===== config.mk =====
export PLATFORM = sky130hd
export DESIGN_NAME = spi_meter_command_responder
export DESIGN_NICKNAME = d
export VERILOG_FILES = /design/src/rtl/core/smcr_pkg.sv /design/src/rtl/core/smcr_status_flags.sv /design/src/rtl/core/spi_meter_command_responder.sv
export SDC_FILE = /design/constraint.sdc
export NUM_CORES = 1
export LEC_CHECK = 0
export ABC_AREA = 1
export BUFFER_PORTS_ARGS = -buffer_cell sky130_fd_sc_hd__buf_2
export CAP_MARGIN = 0
export CELL_PAD_IN_SITES_DETAIL_PLACEMENT = 0
export CELL_PAD_IN_SITES_GLOBAL_PLACEMENT = 1
export CORE_MARGIN = 2
export CORE_UTILIZATION = 40
export CTS_CLUSTER_DIAMETER = 30
export DETAILED_ROUTE_END_ITERATION = 8
export PLACE_DENSITY_LB_ADDON = 0.1
export SLEW_MARGIN = 20
export SYNTH_ARGS = -nofsm -noshare
export SYNTH_HDL_FRONTEND = slang
export SYNTH_SLANG_ARGS = --single-unit

===== constraint.sdc =====
create_clock -name clock -period 3.75 [get_ports clock]
set_clock_uncertainty 0.05 [all_clocks]
set_input_delay 0.75 -clock clock [delete_from_list [all_inputs] [get_ports clock]]
set_output_delay 0.75 -clock clock [all_outputs]
set_load 0.03 [all_outputs]

===== src/rtl/core/smcr_pkg.sv =====
package smcr_pkg;

   // Command bytes received from the master while idle.
   localparam logic [7:0] CMD_HANDSHAKE = 8'b1010_0010;
   localparam logic [7:0] CMD_RAW       = 8'b1010_0111;
   localparam logic [7:0] CMD_WATTS     = 8'b1010_1011;
   localparam logic [7:0] CMD_PFACTOR   = 8'b1010_1110;
   localparam logic [7:0] CMD_CAL_READ  = 8'b1011_0011;
   localparam logic [7:0] CMD_CAL_WRITE = 8'b1011_0110;

   // Reply and store constants.
   localparam logic [7:0] REPLY_CAL_OK    = 8'b1010_1010;
   localparam logic [7:0] REPLY_ZERO      = 8'h00;
   localparam logic [7:0] CAL_MARKER      = 8'hCA;
   localparam logic [7:0] STATUS_BASE     = 8'b1000_0000;
   localparam logic [9:0] SENSE_FULL      = 10'd1023;

   localparam int unsigned STORE_BYTES_DEFAULT = 8;
   localparam int unsigned PEND_DEPTH          = 8;
   localparam int unsigned CAL_DATA_BYTES      = 6;

   // Status flags produced for the handshake reply.
   typedef struct packed {
      logic voltage_absent;
      logic overcurrent;
      logic high_current;
   } status_flags_type;

endpackage


===== src/rtl/core/smcr_status_flags.sv =====
module smcr_status_flags (
   input  logic [9:0]                  voltage_peak,
   input  logic [9:0]                  voltage_trough,
   input  logic [9:0]                  sense_peak,
   input  logic                        range_mode,
   input  logic signed [8:0]           voltage_gain,
   output smcr_pkg::status_flags_type  flags
);
   import smcr_pkg::*;

   logic signed [11:0] swing;
   logic signed [11:0] scale;
   logic signed [11:0] bound;

   // The swing may be negative when the trough sits above the peak.
   // The bound is twice the scale and never exceeds 1022.
   always_comb begin
      swing = $signed({2'b00, voltage_peak}) - $signed({2'b00, voltage_trough});
      scale = $signed({{3{voltage_gain[8]}}, voltage_gain}) + 12'sd256;
      bound = scale <<< 1;
      flags.voltage_absent = swing < bound;
      flags.overcurrent    = sense_peak == SENSE_FULL;
      flags.high_current   = !range_mode;
   end

endmodule


===== src/rtl/core/spi_meter_command_responder.sv =====
// Latency: a result is valid in the cycle after its request transfer (one register stage).
// Throughput: one request per cycle; the next request is taken while a result waits,
// as long as the result register is empty or is being drained in the same cycle.
// Each byte is decoded against the phase register and answered in one pass of logic.
// Reset (synchronous, active high) returns to idle, clears the position and the
// calibration store, and drops rsp_valid.
module spi_meter_command_responder #(
   parameter int unsigned STORE_BYTES = smcr_pkg::STORE_BYTES_DEFAULT
) (
   input  logic              clock,
   input  logic              reset,
   input  logic              req_valid,
   output logic              req_ready,
   input  logic [7:0]        req_rx_byte,
   input  logic [15:0]       req_current_sample,
   input  logic [15:0]       req_voltage_sample,
   input  logic [15:0]       req_watts_value,
   input  logic [9:0]        req_voltage_peak,
   input  logic [9:0]        req_voltage_trough,
   input  logic [9:0]        req_sense_peak,
   input  logic              req_range_mode,
   input  logic signed [8:0] req_voltage_gain,
   output logic              rsp_valid,
   input  logic              rsp_ready,
   output logic [7:0]        rsp_reply_byte,
   output logic              rsp_led_on,
   output logic              rsp_calibration_stored,
   output logic              rsp_checksum_failed
);
   import smcr_pkg::*;

   localparam int unsigned POS_W = $clog2(PEND_DEPTH);
   localparam logic [POS_W-1:0] RAW_LAST       = POS_W'(2);
   localparam logic [POS_W-1:0] CAL_READ_LAST  = POS_W'(5);
   localparam logic [POS_W-1:0] CAL_WRITE_DONE = POS_W'(7);

   typedef enum logic [2:0] {
      PH_IDLE      = 3'd0,
      PH_RAW       = 3'd1,
      PH_WATTS     = 3'd2,
      PH_CAL_READ  = 3'd3,
      PH_CAL_WRITE = 3'd4
   } phase_type;

   phase_type          phase_ff, phase_in;
   logic [POS_W-1:0]   position_ff, position_in, pos_next;
   logic [7:0]         pending_ff [PEND_DEPTH];
   logic [7:0]         pending_in [PEND_DEPTH];
   logic [7:0]         store_ff [STORE_BYTES];
   logic [7:0]         store_in [STORE_BYTES];

   logic               rsp_valid_ff;
   logic [7:0]         reply_ff, reply_in;
   logic               led_ff, led_in;
   logic               stored_ff, stored_in;
   logic               failed_ff, failed_in;

   logic               accept;
   logic [7:0]         store_sum;
   logic [7:0]         pending_sum;
   status_flags_type   flags;

   smcr_status_flags u_flags (
      .voltage_peak   (req_voltage_peak),
      .voltage_trough (req_voltage_trough),
      .sense_peak     (req_sense_peak),
      .range_mode     (req_range_mode),
      .voltage_gain   (req_voltage_gain),
      .flags          (flags)
   );

   assign req_ready = !rsp_valid_ff || rsp_ready;
   assign accept    = req_valid && req_ready;

   // Checksums over the six calibration data bytes.
   always_comb begin
      store_sum   = '0;
      pending_sum = '0;
      for (int i = 0; i < CAL_DATA_BYTES; i++) begin
         store_sum   = store_sum + store_ff[i + 1];
         pending_sum = pending_sum + pending_ff[i];
      end
   end

   always_comb begin
      phase_in    = phase_ff;
      position_in = position_ff;
      pending_in  = pending_ff;
      store_in    = store_ff;
      reply_in    = req_rx_byte;
      stored_in   = 1'b0;
      failed_in   = 1'b0;
      pos_next    = position_ff + 1'b1;
      led_in      = 1'b1;

      unique case (phase_ff)
         PH_RAW: begin
            reply_in    = pending_ff[position_ff];
            position_in = pos_next;
            if (pos_next > RAW_LAST) begin
               phase_in = PH_IDLE;
            end
         end
         PH_WATTS: begin
            reply_in = pending_ff[0];
            phase_in = PH_IDLE;
         end
         PH_CAL_READ: begin
            reply_in    = pending_ff[position_ff];
            position_in = pos_next;
            if (pos_next > CAL_READ_LAST) begin
               phase_in = PH_IDLE;
            end
         end
         PH_CAL_WRITE: begin
            pending_in[position_ff] = req_rx_byte;
            position_in             = pos_next;
            // The seventh byte is the checksum; the first six are already held.
            if (pos_next == CAL_WRITE_DONE) begin
               phase_in = PH_IDLE;
               if (pending_sum != req_rx_byte) begin
                  reply_in  = REPLY_ZERO;
                  failed_in = 1'b1;
               end else begin
                  for (int i = 0; i < CAL_DATA_BYTES; i++) begin
                     store_in[i + 1] = pending_ff[i];
                  end
                  store_in[0] = CAL_MARKER;
                  reply_in    = REPLY_CAL_OK;
                  stored_in   = 1'b1;
               end
            end
         end
         default: begin
            phase_in = PH_IDLE;
            led_in   = req_rx_byte != '0;
            unique case (req_rx_byte)
               CMD_HANDSHAKE: begin
                  reply_in = STATUS_BASE | {4'b0000, flags.voltage_absent, flags.overcurrent,
                                            flags.high_current, 1'b0};
               end
               CMD_RAW: begin
                  reply_in      = req_current_sample[15:8];
                  pending_in[0] = req_current_sample[7:0];
                  pending_in[1] = req_voltage_sample[15:8];
                  pending_in[2] = req_voltage_sample[7:0];
                  phase_in      = PH_RAW;
                  position_in   = '0;
               end
               CMD_WATTS: begin
                  reply_in      = req_watts_value[15:8];
                  pending_in[0] = req_watts_value[7:0];
                  phase_in      = PH_WATTS;
               end
               CMD_PFACTOR: begin
                  reply_in = REPLY_ZERO;
               end
               CMD_CAL_READ: begin
                  reply_in = store_ff[1];
                  for (int i = 0; i < CAL_DATA_BYTES - 1; i++) begin
                     pending_in[i] = store_ff[i + 2];
                  end
                  pending_in[CAL_DATA_BYTES - 1] = store_sum;
                  phase_in    = PH_CAL_READ;
                  position_in = '0;
               end
               CMD_CAL_WRITE: begin
                  phase_in    = PH_CAL_WRITE;
                  position_in = '0;
               end
               default: begin
                  reply_in = req_rx_byte;
               end
            endcase
         end
      endcase
   end

   always_ff @(posedge clock) begin
      if (reset) begin
         phase_ff     <= PH_IDLE;
         position_ff  <= '0;
         store_ff     <= '{default: '0};
         rsp_valid_ff <= 1'b0;
      end else begin
         if (accept) begin
            phase_ff     <= phase_in;
            position_ff  <= position_in;
            store_ff     <= store_in;
            pending_ff   <= pending_in;
            reply_ff     <= reply_in;
            led_ff       <= led_in;
            stored_ff    <= stored_in;
            failed_ff    <= failed_in;
            rsp_valid_ff <= 1'b1;
         end else if (rsp_ready) begin
            rsp_valid_ff <= 1'b0;
         end
      end
   end

   assign rsp_valid              = rsp_valid_ff;
   assign rsp_reply_byte         = reply_ff;
   assign rsp_led_on             = led_ff;
   assign rsp_calibration_stored = stored_ff;
   assign rsp_checksum_failed    = failed_ff;

endmodule


# Yosys cells after proc, flatten, opt, wreduce, memory -nomap -nowiden
# Cells that the tools add are included.
[op_classes] n_eq_ne=16 addsub=13 magnitude_cmp=5 reduce_logical=25 n_bitwise=5 muxes=25
[op_table] op="case mux 48 bit (2 select lines)" n=1
[op_table] op="adder 8 bit" n=10
[op_table] op="bitwise mux 64 bit" n=1
[op_table] op="equality test 8 bit (second input constant)" n=6
[op_table] op="case mux 8 bit (3 select lines)" n=2
[op_table] op="2-to-1 mux 8 bit" n=5
[op_table] op="case mux 8 bit (5 select lines)" n=1
[op_table] op="case mux 16 bit (2 select lines)" n=1
[op_table] op="binary-select mux 8 bit (select 3 bit)" n=1
[op_table] op="demux 8 bit (select 3 bit)" n=1
[op_table] op="2-to-1 mux 24 bit" n=1
[op_table] op="case mux 3 bit (4 select lines)" n=2
[op_table] op="AND reduction 4 bit" n=5
[op_table] op="less-than comparator 12 bit" n=1
[op_table] op="2-to-1 mux 3 bit" n=4
[op_table] op="adder 9 x 10 -> 11 bit (second input constant)" n=1
[op_table] op="subtractor 10 x 10 -> 11 bit" n=1
[op_table] op="equality test 10 bit (second input constant)" n=1
[op_table] op="OR reduction 3 bit" n=3
[op_table] op="inequality test 8 bit" n=1
[op_table] op="nonzero test 8 bit" n=1
[op_table] op="equality test 3 x 2 -> 1 bit (second input constant)" n=2
[op_table] op="equality test 3 bit (second input constant)" n=2
[op_table] op="inequality test 2 bit (second input constant)" n=3
[op_table] op="20 further kinds" n=32
[word_totals] regBits=130 input_bits=100

# Longest topological paths before layout
[depth] depth_word=9 depth_mapped=25

# Modules after synthesis
# A second synthesis with hierarchy kept.
[unflattened] hier_cells=1184 hier_area_um2=9246.4
[by_module_without_submodules] module="spi_meter_command_responder" n_inst=1 seq_area_each_um2=3353.2 cells_each=1034 area_each_um2=8446.9
[by_module_without_submodules] module="smcr_status_flags" n_inst=1 seq_area_each_um2=0.0 cells_each=150 area_each_um2=799.5

# Worst setup path before layout
# Ideal clock, no wire load.
[synth_timing] path_type="flip-flop to flip-flop" from="register pending_ff[18] (netlist name)" to="register store_ff[15] (netlist name)" required_time_ns=3.587 arrival_time_ns=3.895 setup_slack_ns=-0.308 synth_period_minus_slack_ns=4.058 path_stages_with_launch=19 setup_ns=0.113 path_cell_list="edfxtp_1 fa_1 inv_1 fa_1 inv_1 fa_1 ha_1 inv_1 fa_1 xor2_1 nand4_1 nor2_1 nand2_1 nor2_1 nand4_2 buf_6 buf_6 nor2_1 nor2_1"
[synth_via] elab_chain_len=4
[synth_lines] item="start, declared" line="spi_meter_command_responder.sv:47" text="logic [7:0] pending_ff [PEND_DEPTH];"
[synth_lines] item="start signal, assigned" line="spi_meter_command_responder.sv:190" text="pending_ff <= pending_in;"
[synth_lines] item="adder 8 bit" line="spi_meter_command_responder.sv:81" text="pending_sum = pending_sum + pending_ff[i];"
[synth_lines] item="inequality test 8 bit" line="spi_meter_command_responder.sv:121" text="if (pending_sum != req_rx_byte) begin"
[synth_lines] item="NOT 1 bit (no line)"
[synth_lines] item="AND reduction 4 bit (no line)"
[synth_lines] item="end signal, assigned" line="spi_meter_command_responder.sv:189" text="store_ff <= store_in;"
[synth_lines] item="end, declared" line="spi_meter_command_responder.sv:49" text="logic [7:0] store_ff [STORE_BYTES];"
# Every way passes these cells.
# A chain may end at the register's enable or synchronous reset.

# Final worst setup path
[layout_timing] from="register pending_ff[50] (netlist name)" to="register store_ff[37] (netlist name)"
[layout_via] elab_chain_len=8
[layout_lines] item="adder 8 bit (5 in a row)" line="spi_meter_command_responder.sv:81"
[layout_lines] item="inequality test 8 bit" line="spi_meter_command_responder.sv:121"
[layout_lines] item="NOT 1 bit (no line)"
[layout_lines] item="AND reduction 4 bit (no line)"
# Every way passes these cells.

==> flow_metrics.tcl <==
set metrics [dict create \
    status "finished, violations left" \
    violations "setup timing" \
    crit_slowest_cell "fa_1" \
    postSynthNetCount 1358 \
    vias 8575 \
    syn_inst 1170 \
    port_buffers 112 \
    grt_antenna_before_repair 0 \
    power.density_nw_per_um2 335 \
    path_buf_inv 5 \
    start_util 0.407 \
    nNetsFinal 1551 \
    insertion_delay_ns 0.44 \
    setup_ws_ns -0.559 \
    firstDrtPassIters 8 \
    grt_usage 0.274 \
    worst-path-stages 19 \
    synth_cell_types 45 \
    totalWireLength_um 33000 \
    grt_pass1_vias 8353 \
    syn_area_per_cell_um2 7.86 \
    final_common_cell "nand2_1" \
    grt_overflow_total 0 \
    r2r_start "pending_ff[50]" \
    wl_per_cell_um 19.9 \
    die_h_um 156 \
    syn2layout_area_growth_pct 24.4 \
    drtIter0Drc 589 \
    drc 0 \
    grt_start_max_net_pins 50 \
    cp_cell_sequence "fa_1 -> inv_2 -> fa_1 -> inv_2 -> fa_1 -> ha_2 -> inv_2 -> fa_2 -> xor2_1 -> nand4_1 -> nor2_1 -> nand2_1 -> nor2_4 -> nand4_4 -> buf_12 -> buf_12 -> nand2_1 -> nand2_1 -> nor2_1" \
    diodes 0 \
    synthArstFlopShare 0 \
    min_path_cells 2 \
    cts_buffers 17 \
    dieArea_um2 24200 \
    final_cell_mix "nand2_1 (268), inv_1 (191), nor2_1 (144)" \
    setup_violations 54 \
    timing.slew.headroom 0.428 \
    critical_path.top_delay_family "adder cells" \
    ys_ff_latch 130 \
    critPathKind "flop to flop" \
    dp_hpwl_um 24600 \
    grt_pass1_wl_um 48700 \
    setup_tns_ns -27.23 \
    fin_cells 1661 \
    cp.arrival_ns 4.64 \
    die_width_um 156 \
    max_freq_mhz 232 \
    crit_path_max_incr_delay_ns 0.56 \
    core-area_um2 22600 \
    slew_viol_final 0 \
    cts_root_buf "clkbuf_16" \
    htree_levels 4 \
    io_pins 113 \
    worstSetupStartpointType "flop" \
    required_ns 4.08 \
    timing.rr.end "store_ff[37]" \
    yosys_warnings 0 \
    tightest_slew_ns 0.855 \
    min_to "rsp_valid" \
    ir_worst_vdd_mv 0.280 \
    ys.flop_type "edfxtp_1" \
    placedCellCount 1620 \
    holdCritPathClass "flop to flop" \
    path_max_fanout 22 \
    num_rows 55 \
    hp-start "rsp_valid" \
    drive_above_1_share 0.209 \
    p_total_mw 3.84 \
    rsz0062_at_grt "true" \
    cp-end-kind "flop" \
    clock_tree.buffer_depth 2 \
    finalCriticalPeriod_ns 4.31 \
    cts_sinks 130 \
    synth_edf_count 75 \
    vias_per_cell 5.16 \
    tritoncts "yes" \
    yosysSeqAreaShare 0.365 \
    p_leak_nw 5.68 \
    place.gp.congestion 0.897 \
    cts.clk_slew.worst_paths_ns 0.07 \
    drv_cap 0 \
    finalCritPeriodShare 1.15 \
    holdWs_ns 0.470 \
    syn_area_um2 9200 \
    reg2reg_depth 19 \
    finalHoldViolCount 0 \
    reg2reg_setup_slack_ns -0.56 \
    ant_nets 0 \
]
## per-stage QoR
stage	setup slack [ns]	cell area, um^2	utilization
4_1_cts	-0.490	11200	0.498
2_1_floorplan	-0.248	9200	-
3_5_place_dp	-0.500	10600	0.470
3_3_place_gp	-0.482	10600	0.470
6_report	-0.559	11400	0.507
5_1_grt	-0.719	11400	0.507
## power breakdown
part           leakage [nW]  internal [mW]  total, mW  switching (mW)
sequential             1.13           1.53       1.54          0.0126
combinational          4.27          0.258      0.658           0.400
clock                 0.278          0.924       1.64           0.711
## logic make-up (layout without fill, tap and decap cells)
| group | after synthesis | count (layout) | share of synthesized area |
|---|---|---|---|
| compound gates | 173 | 173 | 0.110 |
| fa+ha+maj | 88 | 88 | 0.165 |
| xor+xnor | 27 | 27 | 0.0257 |
| simple gates | 517 | 517 | 0.233 |
| buf+inv | 235 | 441 | 0.102 |
| flops | 130 | 130 | 0.365 |
## per-layer routing
metal,vias to the layer above,part of all wire,wire (um),GRT usage
met1,4044,0.43,14200,0.354
met5,-,0,0,0
met4,0,0.036,1190,0.100
met3,59,0.065,2140,0.0547
met2,330,0.47,15500,0.458
li1,4142,-,-,-
## worst max-delay path by stage
stage / start / end
3_3_place_gp: pending_ff[18] / store_ff[31]
3_5_place_dp: pending_ff[18] / store_ff[30]
4_1_cts: pending_ff[18] / store_ff[37]
2_1_floorplan: pending_ff[18] / store_ff[15]
6_report: pending_ff[50] / store_ff[37]
5_1_grt: pending_ff[50] / store_ff[43]
## sequential cells by signal, indices dropped and copies added, names as in the netlist
signal,flops
store_ff,48
rsp_calibration_stored,1
phase_ff,3
rsp_reply_byte,8
rsp_checksum_failed,1
position_ff,3
pending_ff,64
rsp_led_on,1
rsp_valid,1
## tightest hold or removal path, stage by stage (launching register included)
cell     delay, ns
dfxtp_1       0.31
nand2_1       0.10
a21oi_1       0.07
## synthesized netlist by cell type, types with 11 or more instances
| master | instances | area, um^2 |
|---|---|---|
| a21oi_1 | 56 | 280 |
| edfxtp_1 | 75 | 2250 |
| xor2_1 | 16 | 140 |
| o21ai_0 | 50 | 250 |
| nand4_1 | 14 | 87.6 |
| o211ai_1 | 11 | 82.6 |
| dfxtp_1 | 55 | 1100 |
| inv_1 | 195 | 732 |
| xnor2_1 | 11 | 96.3 |
| nor2_1 | 154 | 578 |
| o22ai_1 | 25 | 156 |
| clkbuf_1 | 15 | 56.3 |
| nand3_1 | 38 | 190 |
| nand2_1 | 286 | 1070 |
| fa_1 | 55 | 1100 |
| ha_1 | 33 | 413 |
## repair_timing
item / CTS / global route
setup endpoints to repair: 54 / 54
gates resized for setup: 4 / 38
pin swaps: 0 / 12
hold buffers: 0 / 0
setup buffers: 2 / 3
cloned: 1 / 3
hold endpoints to repair: 0 / 0
## layout make-up
cell class                 instances  area [um^2]
inverter                         202          758
clock buffer                      19          433
clock inverter                    13          130
multi-input combinational        805         5000
tap                              285          357
timing repair buffer             207         1410
fill                            2263        11100
sequential                       130         3350
(Power assumes the default switching activity.)
